==> config.mk <==
export PLATFORM = sky130hd
export DESIGN_NAME = iuc_front
export DESIGN_NICKNAME = d
export VERILOG_FILES = /design/src/hdl/iuc_pkg.sv /design/src/hdl/iuc_front.sv
export SDC_FILE = /design/constraint.sdc
export NUM_CORES = 1
export LEC_CHECK = 0
export BUFFER_PORTS_ARGS = -buffer_cell sky130_fd_sc_hd__buf_2
export CAP_MARGIN = 20
export CORE_AREA = 5 5 90 100
export CTS_CLUSTER_DIAMETER = 120
export DETAILED_ROUTE_END_ITERATION = 10
export DIE_AREA = 0 0 95 105
export GPL_TIMING_DRIVEN = 1
export PLACE_DENSITY = 0.79
export SKIP_CTS_REPAIR_TIMING = 1
export SKIP_LAST_GASP = 1
export SYNTH_ARGS = -nofsm -noshare
export SYNTH_HDL_FRONTEND = slang
export SYNTH_SLANG_ARGS = --single-unit
==> constraint.sdc <==
create_clock -name clk -period 3.2 [get_ports clk]
set_clock_uncertainty 0.05 [all_clocks]
set_input_delay 0.16 -clock clk [delete_from_list [all_inputs] [get_ports clk]]
set_output_delay 0.16 -clock clk [all_outputs]
set_load 0.05 [all_outputs]
==> src/hdl/iuc_pkg.sv <==
// ---------------------------------------------------------------------------
// iuc_pkg
// Shared types for the interval union coverage block.
// ---------------------------------------------------------------------------
package iuc_pkg;

    typedef struct packed {
        logic [19:0] start_pos;
        logic [19:0] end_pos;
        logic        is_last;
    } iuc_in_t;

    typedef struct packed {
        logic [20:0] covered_bases;
        logic [8:0]  merged_count;
        logic        overflow;
    } iuc_out_t;

    localparam int COVERED_W = 21;
    localparam int MERGED_W  = 9;

    typedef enum logic [1:0] {
        ST_LOAD,
        ST_SORT,
        ST_MERGE,
        ST_EMIT
    } iuc_state_t;

endpackage

==> src/hdl/iuc_front.sv <==
// ---------------------------------------------------------------------------
// iuc_front
// Accepts intervals, orders each pair and pushes them into a two-entry queue.
// ---------------------------------------------------------------------------
module iuc_front #(
    parameter int COORD_BITS = 20
) (
    input  logic               clk,
    input  logic               rst_n,
    input  logic               in_valid,
    output logic               in_stall,
    input  iuc_pkg::iuc_in_t   in_data,
    output logic               q_valid,
    input  logic               q_pop,
    output logic [COORD_BITS-1:0] q_start,
    output logic [COORD_BITS-1:0] q_end,
    output logic               q_last
);
    import iuc_pkg::*;

    localparam int EW = 2 * COORD_BITS + 1;

    logic [EW-1:0] slot_reg [2];
    logic [1:0]    cnt_reg, cnt_next;
    logic          rp_reg, rp_next, wp_reg, wp_next;
    logic [COORD_BITS-1:0] s_in, e_in, lo, hi;
    logic          push;

    // mask coordinates and swap a reversed pair
    assign s_in = COORD_BITS'(in_data.start_pos);
    assign e_in = COORD_BITS'(in_data.end_pos);
    assign lo   = (e_in < s_in) ? e_in : s_in;
    assign hi   = (e_in < s_in) ? s_in : e_in;

    assign in_stall = (cnt_reg == 2'd2);
    assign push     = in_valid && !in_stall;
    assign q_valid  = (cnt_reg != 2'd0);
    assign {q_start, q_end, q_last} = slot_reg[rp_reg];

    // queue pointers
    always_comb
    begin
        cnt_next = cnt_reg;
        rp_next  = rp_reg;
        wp_next  = wp_reg;
        if (push)
        begin
            wp_next = !wp_reg;
        end
        if (q_pop && q_valid)
        begin
            rp_next = !rp_reg;
        end
        if (push && !(q_pop && q_valid))
        begin
            cnt_next = cnt_reg + 2'd1;
        end
        else if (!push && q_pop && q_valid)
        begin
            cnt_next = cnt_reg - 2'd1;
        end
    end

    always_ff @(posedge clk or negedge rst_n)
    begin
        if (!rst_n)
        begin
            cnt_reg <= '0;
            rp_reg  <= 1'b0;
            wp_reg  <= 1'b0;
        end
        else
        begin
            cnt_reg <= cnt_next;
            rp_reg  <= rp_next;
            wp_reg  <= wp_next;
        end
    end

    // queue payload
    always_ff @(posedge clk)
    begin
        if (push)
        begin
            slot_reg[wp_reg] <= {lo, hi, in_data.is_last};
        end
    end

    assert property (@(posedge clk) disable iff (!rst_n) cnt_reg <= 2'd2)
        else $error("queue count out of range");
    assert property (@(posedge clk) disable iff (!rst_n)
        (cnt_reg == 2'd2) |-> in_stall)
        else $error("full queue not stalling");
    assert property (@(posedge clk) disable iff (!rst_n)
        (cnt_reg == 2'd0) |-> !q_valid)
        else $error("empty queue shows valid");
endmodule

* Word-level counts from Yosys, hierarchy flattened
Memories as Yosys holds them, arrays and structs flattened. Index checks and enable logic that the tools add are counted.
Word-level totals: input port bits 45, flip-flop bits (word level) 4, output and inout port bits 43, word-level logic and storage cells 26, RAM bits 82, memories 1
Memory list:
- slot_reg | words 2, bits a word 41, rd ports 1, clocked after Yosys merged registers in 0, wr ports 1, RTL line iuc_front.sv:23 | logic [EW-1:0] slot_reg [2];
Cells by class: order comparisons 1, reduce and logical (&&, ||, !) cells 12, eq/ne operators 1, add/sub/neg operators 2, muxes and demuxes 6
Operator list (count):
- 20-bit 2-to-1 mux | 2
- 20-bit less-than comparator | 1
- 1-bit logical AND | 5
- 1-bit logical NOT | 5
- 2-bit 2-to-1 mux | 2
- 2-bit nonzero test | 2
- 2-bit by 1-bit adder with 2-bit output (second input constant) | 1
- 2-bit equality test (second input constant) | 1
- 1-bit 2-to-1 mux | 2
- 2-bit by 1-bit subtractor with 2-bit output (second input constant) | 1

* Logic depth before layout (Yosys ltp)
Gate-level depths: netlist of the first run.
depth after elaboration 8, depth in mapped cells 8, depth with buffers taken out 7

* Worst setup path before layout of the first run
No wires, ideal clock.
kind flip-flop to flip-flop, start reg cnt_reg[0], end mem slot_reg[0][0] (netlist bit) (enable), path slack 387 ps, data required time 2711 ps, data arrival time 2324 ps, clock period less this slack 2813 ps, stages on the path, launching flop included 4, setup time 439 ps, cell sequence dfrtp_1 -> nand2b_1 -> nand2_1 -> nor2_1
Between the ends: cells in the longest elaborated chain, start to end 5
RTL lines:
- from (decl) | RTL line iuc_front.sv:24 | logic [1:0] cnt_reg, cnt_next;
- from (signal assigned) | RTL line iuc_front.sv:74 | cnt_reg <= cnt_next;
- 2-bit equality test | RTL line iuc_front.sv:35 | assign in_stall = (cnt_reg == 2'd2);
- 1-bit logical NOT | RTL line iuc_front.sv:36 | assign push = in_valid && !in_stall;
- 1-bit logical AND | RTL line iuc_front.sv:36
- 1-bit 2-to-1 mux | RTL line iuc_front.sv:83 | if (push)
- 1-bit 2-to-1 mux (not written as such) | RTL line iuc_front.sv:85 | slot_reg[wp_reg] <= {lo, hi, in_data.is_last};
- to (decl) | RTL line iuc_front.sv:23
No other way between the ends.

* Worst setup path in the final report of the first run
start reg rp_reg, end out q_start[16]
Between the ends: cells in the longest elaborated chain, start to end 1
RTL lines:
- from (decl) | RTL line iuc_front.sv:25 | logic rp_reg, rp_next, wp_reg, wp_next;
- from (signal assigned) | RTL line iuc_front.sv:75 | rp_reg <= rp_next;
- memory read 2 x 41 bit
- to (decl) | RTL line iuc_front.sv:15 | output logic [COORD_BITS-1:0] q_start,
No other way between the ends.

==> results of run 1 <==
-- power breakdown --
part / leakage [nW] / switching [W] / internal [W] / total [W]
clock network: 0.0982 / 0.000359 / 0.000439 / 0.000798
registers: 0.813 / 0.000116 / 0.00153 / 0.00165
logic: 1.04 / 0.00129 / 0.000550 / 0.00184
total: 1.95 / 0.00176 / 0.00252 / 0.00428
-- cells by family (layout without fill, tap and decap cells) --
family                     after synthesis  after routing
DFF                                     86             86
muxes                                   81             81
buffers and inverters                   30            132
AOI/OAI and AO/OA                       23             23
and+or+nand+nor                         21             21
adders and majority gates               19             19
xor gates and xnor gates                 2              2
-- synth_stat cells --
cell       n
ha_1      19
a211oi_1   2
a21oi_1   12
o221ai_2   1
dfrtp_1    4
or4_1      1
mux2_2    78
nor2_1     5
xnor2_1    2
inv_1     21
nor3b_1    1
or2_2      1
clkbuf_1   4
buf_6      4
and3_1     1
o21ai_0    6
mux2_1     3
buf_1      1
edfxtp_1  82
nand2_1    8
nand2b_1   1
o211ai_1   2
nor2b_1    1
nand4_1    2
-- path summary, 6_finish.rpt --
path                       cells past startpoint                   endpoint                   start  slack, ns
setup / recovery                               3                q_start[16]      rp_reg$_DFFE_PN0P_       0.91
hold / removal                                 2     cnt_reg[1]$_DFFE_PN0P_                   q_pop       0.06
setup reg to reg                               3  slot_reg[1][39]$_DFFE_PP_  cnt_reg[0]$_DFFE_PN0P_       1.51
hold reg to reg                                1         wp_reg$_DFFE_PN0P_      wp_reg$_DFFE_PN0P_       0.51
max in group asynchronous                      2         rp_reg$_DFFE_PN0P_                   rst_n       2.86
min in group asynchronous                      2     cnt_reg[0]$_DFFE_PN0P_                   rst_n       0.11
-- per-layer routing --
layer / share of wire / routed length [µm] / track usage / vias up
li1: - / - / - / 1184
met1: 0.40 / 3120 / 0.188 / 1185
met2: 0.54 / 4140 / 0.291 / 54
met3: 0.042 / 324 / 0.0324 / 10
met4: 0.016 / 127 / 0.0598 / 0
met5: 0 / 0 / 0 / -
-- metrics by stage --
stage | std cells | power (W)
detailed placement | 454 | 0.00353
global placement | 454 | 0.00350
CTS | 470 | 0.00432
finish | 472 | 0.00428
floorplan | 262 | 0.00311
global route | 472 | 0.00448
-- area by class of cell --
class,instances,share of cell area
Timing Repair Buffer,95,0.102
Sequential cell,86,0.522
Clock buffer,12,0.0275
Clock inverter,4,0.0145
Inverter,21,0.0161
Multi-Input combinational cell,146,0.290
Tap cell,108,0.0275
==> run_results.csv, run 1 <==
group,metric,value,unit
final_layout,multi_input_area,0.00142,mm²
final_layout,largest_register_ffs,82,
sta,relSlewSlack,0.616,
final_layout,syn2layout_area_growth,19.5,%
critical_path,path_class,"flip-flop to primary output",
floorplanning,rows,34,
critical_path,cp_data_required_time,2.99,ns
sta,fin_hold_ws,0.0556,ns
floorplanning,core_area,0.00783,mm²
critical_path,cpPeakStageDelay,0.72,ns
synth,synth_compound_area_frac,0.0329,
final_layout,final_common_cell,"buf_2",
place,port_buffers,87,
synth,postSynthAreaPerCell,15.7,µm²
clock_network,htreeDepth,3,
synth,synth_xor_area_frac,0.00426,
sta,finalSetupViolations,0,
drt,dr.pass1.iters,4,
clock_network,cts_max_path_buffers,2,
final_layout,nFillCells,654,
place,dp_slack,0.574,ns
drt,detail-route-antenna-nets,0,
synth,synth_top_family_by_area,"multiplexers",
power_and_ir_drop,ir_drop,0.411,mV
synth,synthCells,262,
power_and_ir_drop,power_density,872,mW/mm²
synth,syn_area,0.00411,mm²
clock_network,cts-buffers-inserted,9,
critical_path,critical-path-top-delay-family,"flip-flops",
synth,synth_simple_gate_area_frac,0.0247,
critical_path,path_buf_inv,2,
sta,period_needed,2.29,ns
clock_network,clock_latency,0.34,ns
critical_path,startpoint_type,"flip-flop",
floorplanning,die_y,105,µm
global_route,grt_use_total,0.162,
run_status,status,"finished clean",
place,gp_congestion,0.785,
global_route,antenna_found_initial,0,
global_route,overflow,0,
drt,drt_iter0_drc,81,
sta,setup_ws,0.910,ns
critical_path,arrival,2.08,ns
final_layout,drive_gt1_frac,0.516,
clock_network,clock_sinks,86,
power_and_ir_drop,power.leakage,1.95,nW
final_layout,regArea,0.00256,mm²
min_path,min_path_type,"input pin to flip-flop",
drt,num_vias,2433,
critical_path,end_kind,"primary output",
final_layout,final_cell_mix,"buf_2, edfxtp_1, mux2_2, inv_1, ha_1",
synth,yosys_warnings,0,
place,dpl.hpwl,5.31,mm
synth,ys_seq_area_frac,0.624,
synth,synthAdderAreaFrac,0.0579,
global_route,grt_max_degree,42,
sta,final_hold_viol_count,0,
place,post_dp_cell_area,0.00468,mm²
drt,post_drt_via_cell_ratio,5.15,
synth,yosysUniqueCellTypes,24,
flow_run,drv.max_cap_violation_count,0,
sta,final_max_slew_viol_count,0,
synth,synth_nets,326,
drt,drt-total-wl,7.72,mm
critical_path,crit_fanout,22,
global_route,grt_pass1_wl,12.4,mm
final_layout,final_util,0.627,
sta,grt_setup_unrepaired,"false",
final_layout,stdcell_area,0.00491,mm²
final_layout,nNetsFinal,423,
synth,ys_ff_latch,86,
drt,wl_per_cell,16.3,µm
synth,yosysTopAreaCellShare,0.599,
sta,tightest_slew,0.577,ns
synth,yosys.area.top_type,"edfxtp_1",
floorplanning,fp.dieW,95,µm
final_layout,diodes,0,
sta,fmax,437,MHz
floorplanning,pin_count,88,
floorplanning,die-area,0.00998,mm²
critical_path,cp_slowest_cell,"dfrtp_2",
critical_path,cp_cell_sequence,"buf_4 > mux2_2 > buf_2",
clock_network,clkSlewWorstSetupHoldPaths,0.08,ns
floorplanning,initial_core_util,0.525,
clock_network,root_buffer,"clkbuf_8",
synth,muxShareOfSynthArea,0.222,
sta,post-route-period-util,0.716,
drt,drc,0,
clock_network,tritoncts,"yes",
synth,synthTopCellsByArea,"edfxtp_1, mux2_2, ha_1",
sta,fin_setup_tns,0,ns
global_route,grt_pass1_vias,2628,
(Power assumes the default switching activity.)
==> run 2: changes to the inputs <==
clock period = 2.3 ns   (was 3.2 ns; I/O delays follow)
==> run 2 against run 1 <==
Non-clock buffer count rose by 7. Sequential cell count stayed put. Core utilization increased by 1.4 points. Combinational power increased by 45%. Via count increased by 0.78%. Die area is the same. Cell count up 1.1%. Routed wire length shrank 1.7%. Critical path type is now input pin to flip-flop. Largest power group unchanged. Highest routed layer unchanged.
==> run_results.csv, run 2 (synthesis results as in run 1) <==
group,metric,value,unit
clock_network,cts-buffers-inserted,9,
sta,finalSetupViolations,0,
critical_path,startpoint_type,"input pin",
global_route,grt_pass1_vias,2666,
power_and_ir_drop,power_density,1200,mW/mm²
clock_network,clock_sinks,86,
floorplanning,rows,34,
floorplanning,die-area,0.00998,mm²
drt,detail-route-antenna-nets,0,
drt,dr.pass1.iters,4,
clock_network,cts_max_path_buffers,2,
global_route,grt_max_degree,42,
final_layout,stdcell_area,0.00502,mm²
global_route,grt_use_total,0.160,
clock_network,htreeDepth,3,
final_layout,drive_gt1_frac,0.531,
final_layout,syn2layout_area_growth,22.1,%
power_and_ir_drop,ir_drop,0.672,mV
critical_path,end_kind,"flip-flop",
final_layout,nNetsFinal,430,
sta,grt_setup_unrepaired,"false",
sta,fin_setup_tns,0,ns
min_path,min_path_type,"input pin to flip-flop",
drt,drt_iter0_drc,83,
global_route,antenna_found_initial,0,
drt,drt-total-wl,7.59,mm
floorplanning,pin_count,88,
critical_path,arrival,2.10,ns
global_route,overflow,0,
clock_network,tritoncts,"yes",
place,post_dp_cell_area,0.00480,mm²
min_path,worstHoldStart,"q_pop",
sta,final_max_slew_viol_count,0,
place,dpl.hpwl,5.34,mm
place,port_buffers,87,
floorplanning,core_area,0.00783,mm²
sta,fmax,482,MHz
critical_path,crit_fanout,20,
final_layout,largest_register_ffs,82,
sta,post-route-period-util,0.902,
final_layout,final_common_cell,"buf_2",
critical_path,path_class,"input pin to flip-flop",
drt,post_drt_via_cell_ratio,5.14,
clock_network,root_buffer,"clkbuf_8",
global_route,grt_pass1_wl,12.4,mm
final_layout,final_cell_mix,"buf_2, edfxtp_1, mux2_2, inv_1, ha_1",
power_and_ir_drop,power.leakage,2.00,nW
drt,num_vias,2452,
final_layout,diodes,0,
sta,tightest_slew,0.396,ns
floorplanning,initial_core_util,0.525,
sta,period_needed,2.07,ns
floorplanning,die_y,105,µm
critical_path,cp_data_required_time,2.33,ns
sta,relSlewSlack,0.733,
clock_network,clkSlewWorstSetupHoldPaths,0.07,ns
floorplanning,fp.dieW,95,µm
power_and_ir_drop,total_power,0.00601,W
sta,final_hold_viol_count,0,
run_status,status,"finished clean",
critical_path,rr_startpoint,"cnt_reg[0]$_DFFE_PN0P_",
critical_path,startpoint,"in_data[40]",
place,gp_congestion,0.722,
drt,drc,0,
clock_network,clock_latency,0.33,ns
flow_run,drv.max_cap_violation_count,0,
drt,wl_per_cell,15.9,µm
[run 2: area by class of cell]
cell class	count	area, µm²
fillers	626	2810
repair buffers	102	616
clock buffers	9	124
flip-flops and latches	86	2560
clock inverters	5	76.3
inverters	21	78.8
well taps	108	135
multi-input cells	146	1420
[run 2: worst paths after layout]
check                      cells past startpoint                   endpoint  slack [ns]
max reg2reg                                    4  slot_reg[0][37]$_DFFE_PP_        0.84
max in group asynchronous                      2         rp_reg$_DFFE_PN0P_        2.00
min reg2reg                                    1         wp_reg$_DFFE_PN0P_        0.50
max                                            8  slot_reg[0][40]$_DFFE_PP_        0.23
min in group asynchronous                      2         wp_reg$_DFFE_PN0P_        0.06
min                                            2     cnt_reg[1]$_DFFE_PN0P_        0.02
[run 2: critical path: stages]
cell	delay, ns
buf_2	0.11
inv_1	0.04
ha_1	0.30
nand4_1	0.12
or4_1	0.58
o221ai_4	0.26
buf_12	0.21
mux2_2	0.37
[run 2: power by group]
part / total [W] / switching [W] / internal (W)
clock: 0.00108 / 0.000485 / 0.000594
combinational: 0.00267 / 0.00183 / 0.000841
sequential: 0.00226 / 0.000134 / 0.00213
[run 2: per-stage QoR]
stage | setup slack [ns] | std cells | hold WS, ns | utilization
CTS | 0.245 | 475 | -0.499 | 0.638
detailed placement | -0.121 | 461 | -0.127 | 0.613
floorplan | 0.0784 | 262 | -0.231 | -
global route | 0.157 | 477 | 0.0562 | 0.641
global placement | -0.0791 | 461 | -0.127 | 0.613
finish | 0.226 | 477 | 0.0209 | 0.641
[run 2: per-layer routing]
layer  global-route usage  vias up  part of all wire
met4               0.0649        0             0.016
met3               0.0208       11             0.028
met5                    0        -                 0
met1                0.188     1201              0.42
met2                0.289       47              0.54
li1                     -     1193                 -
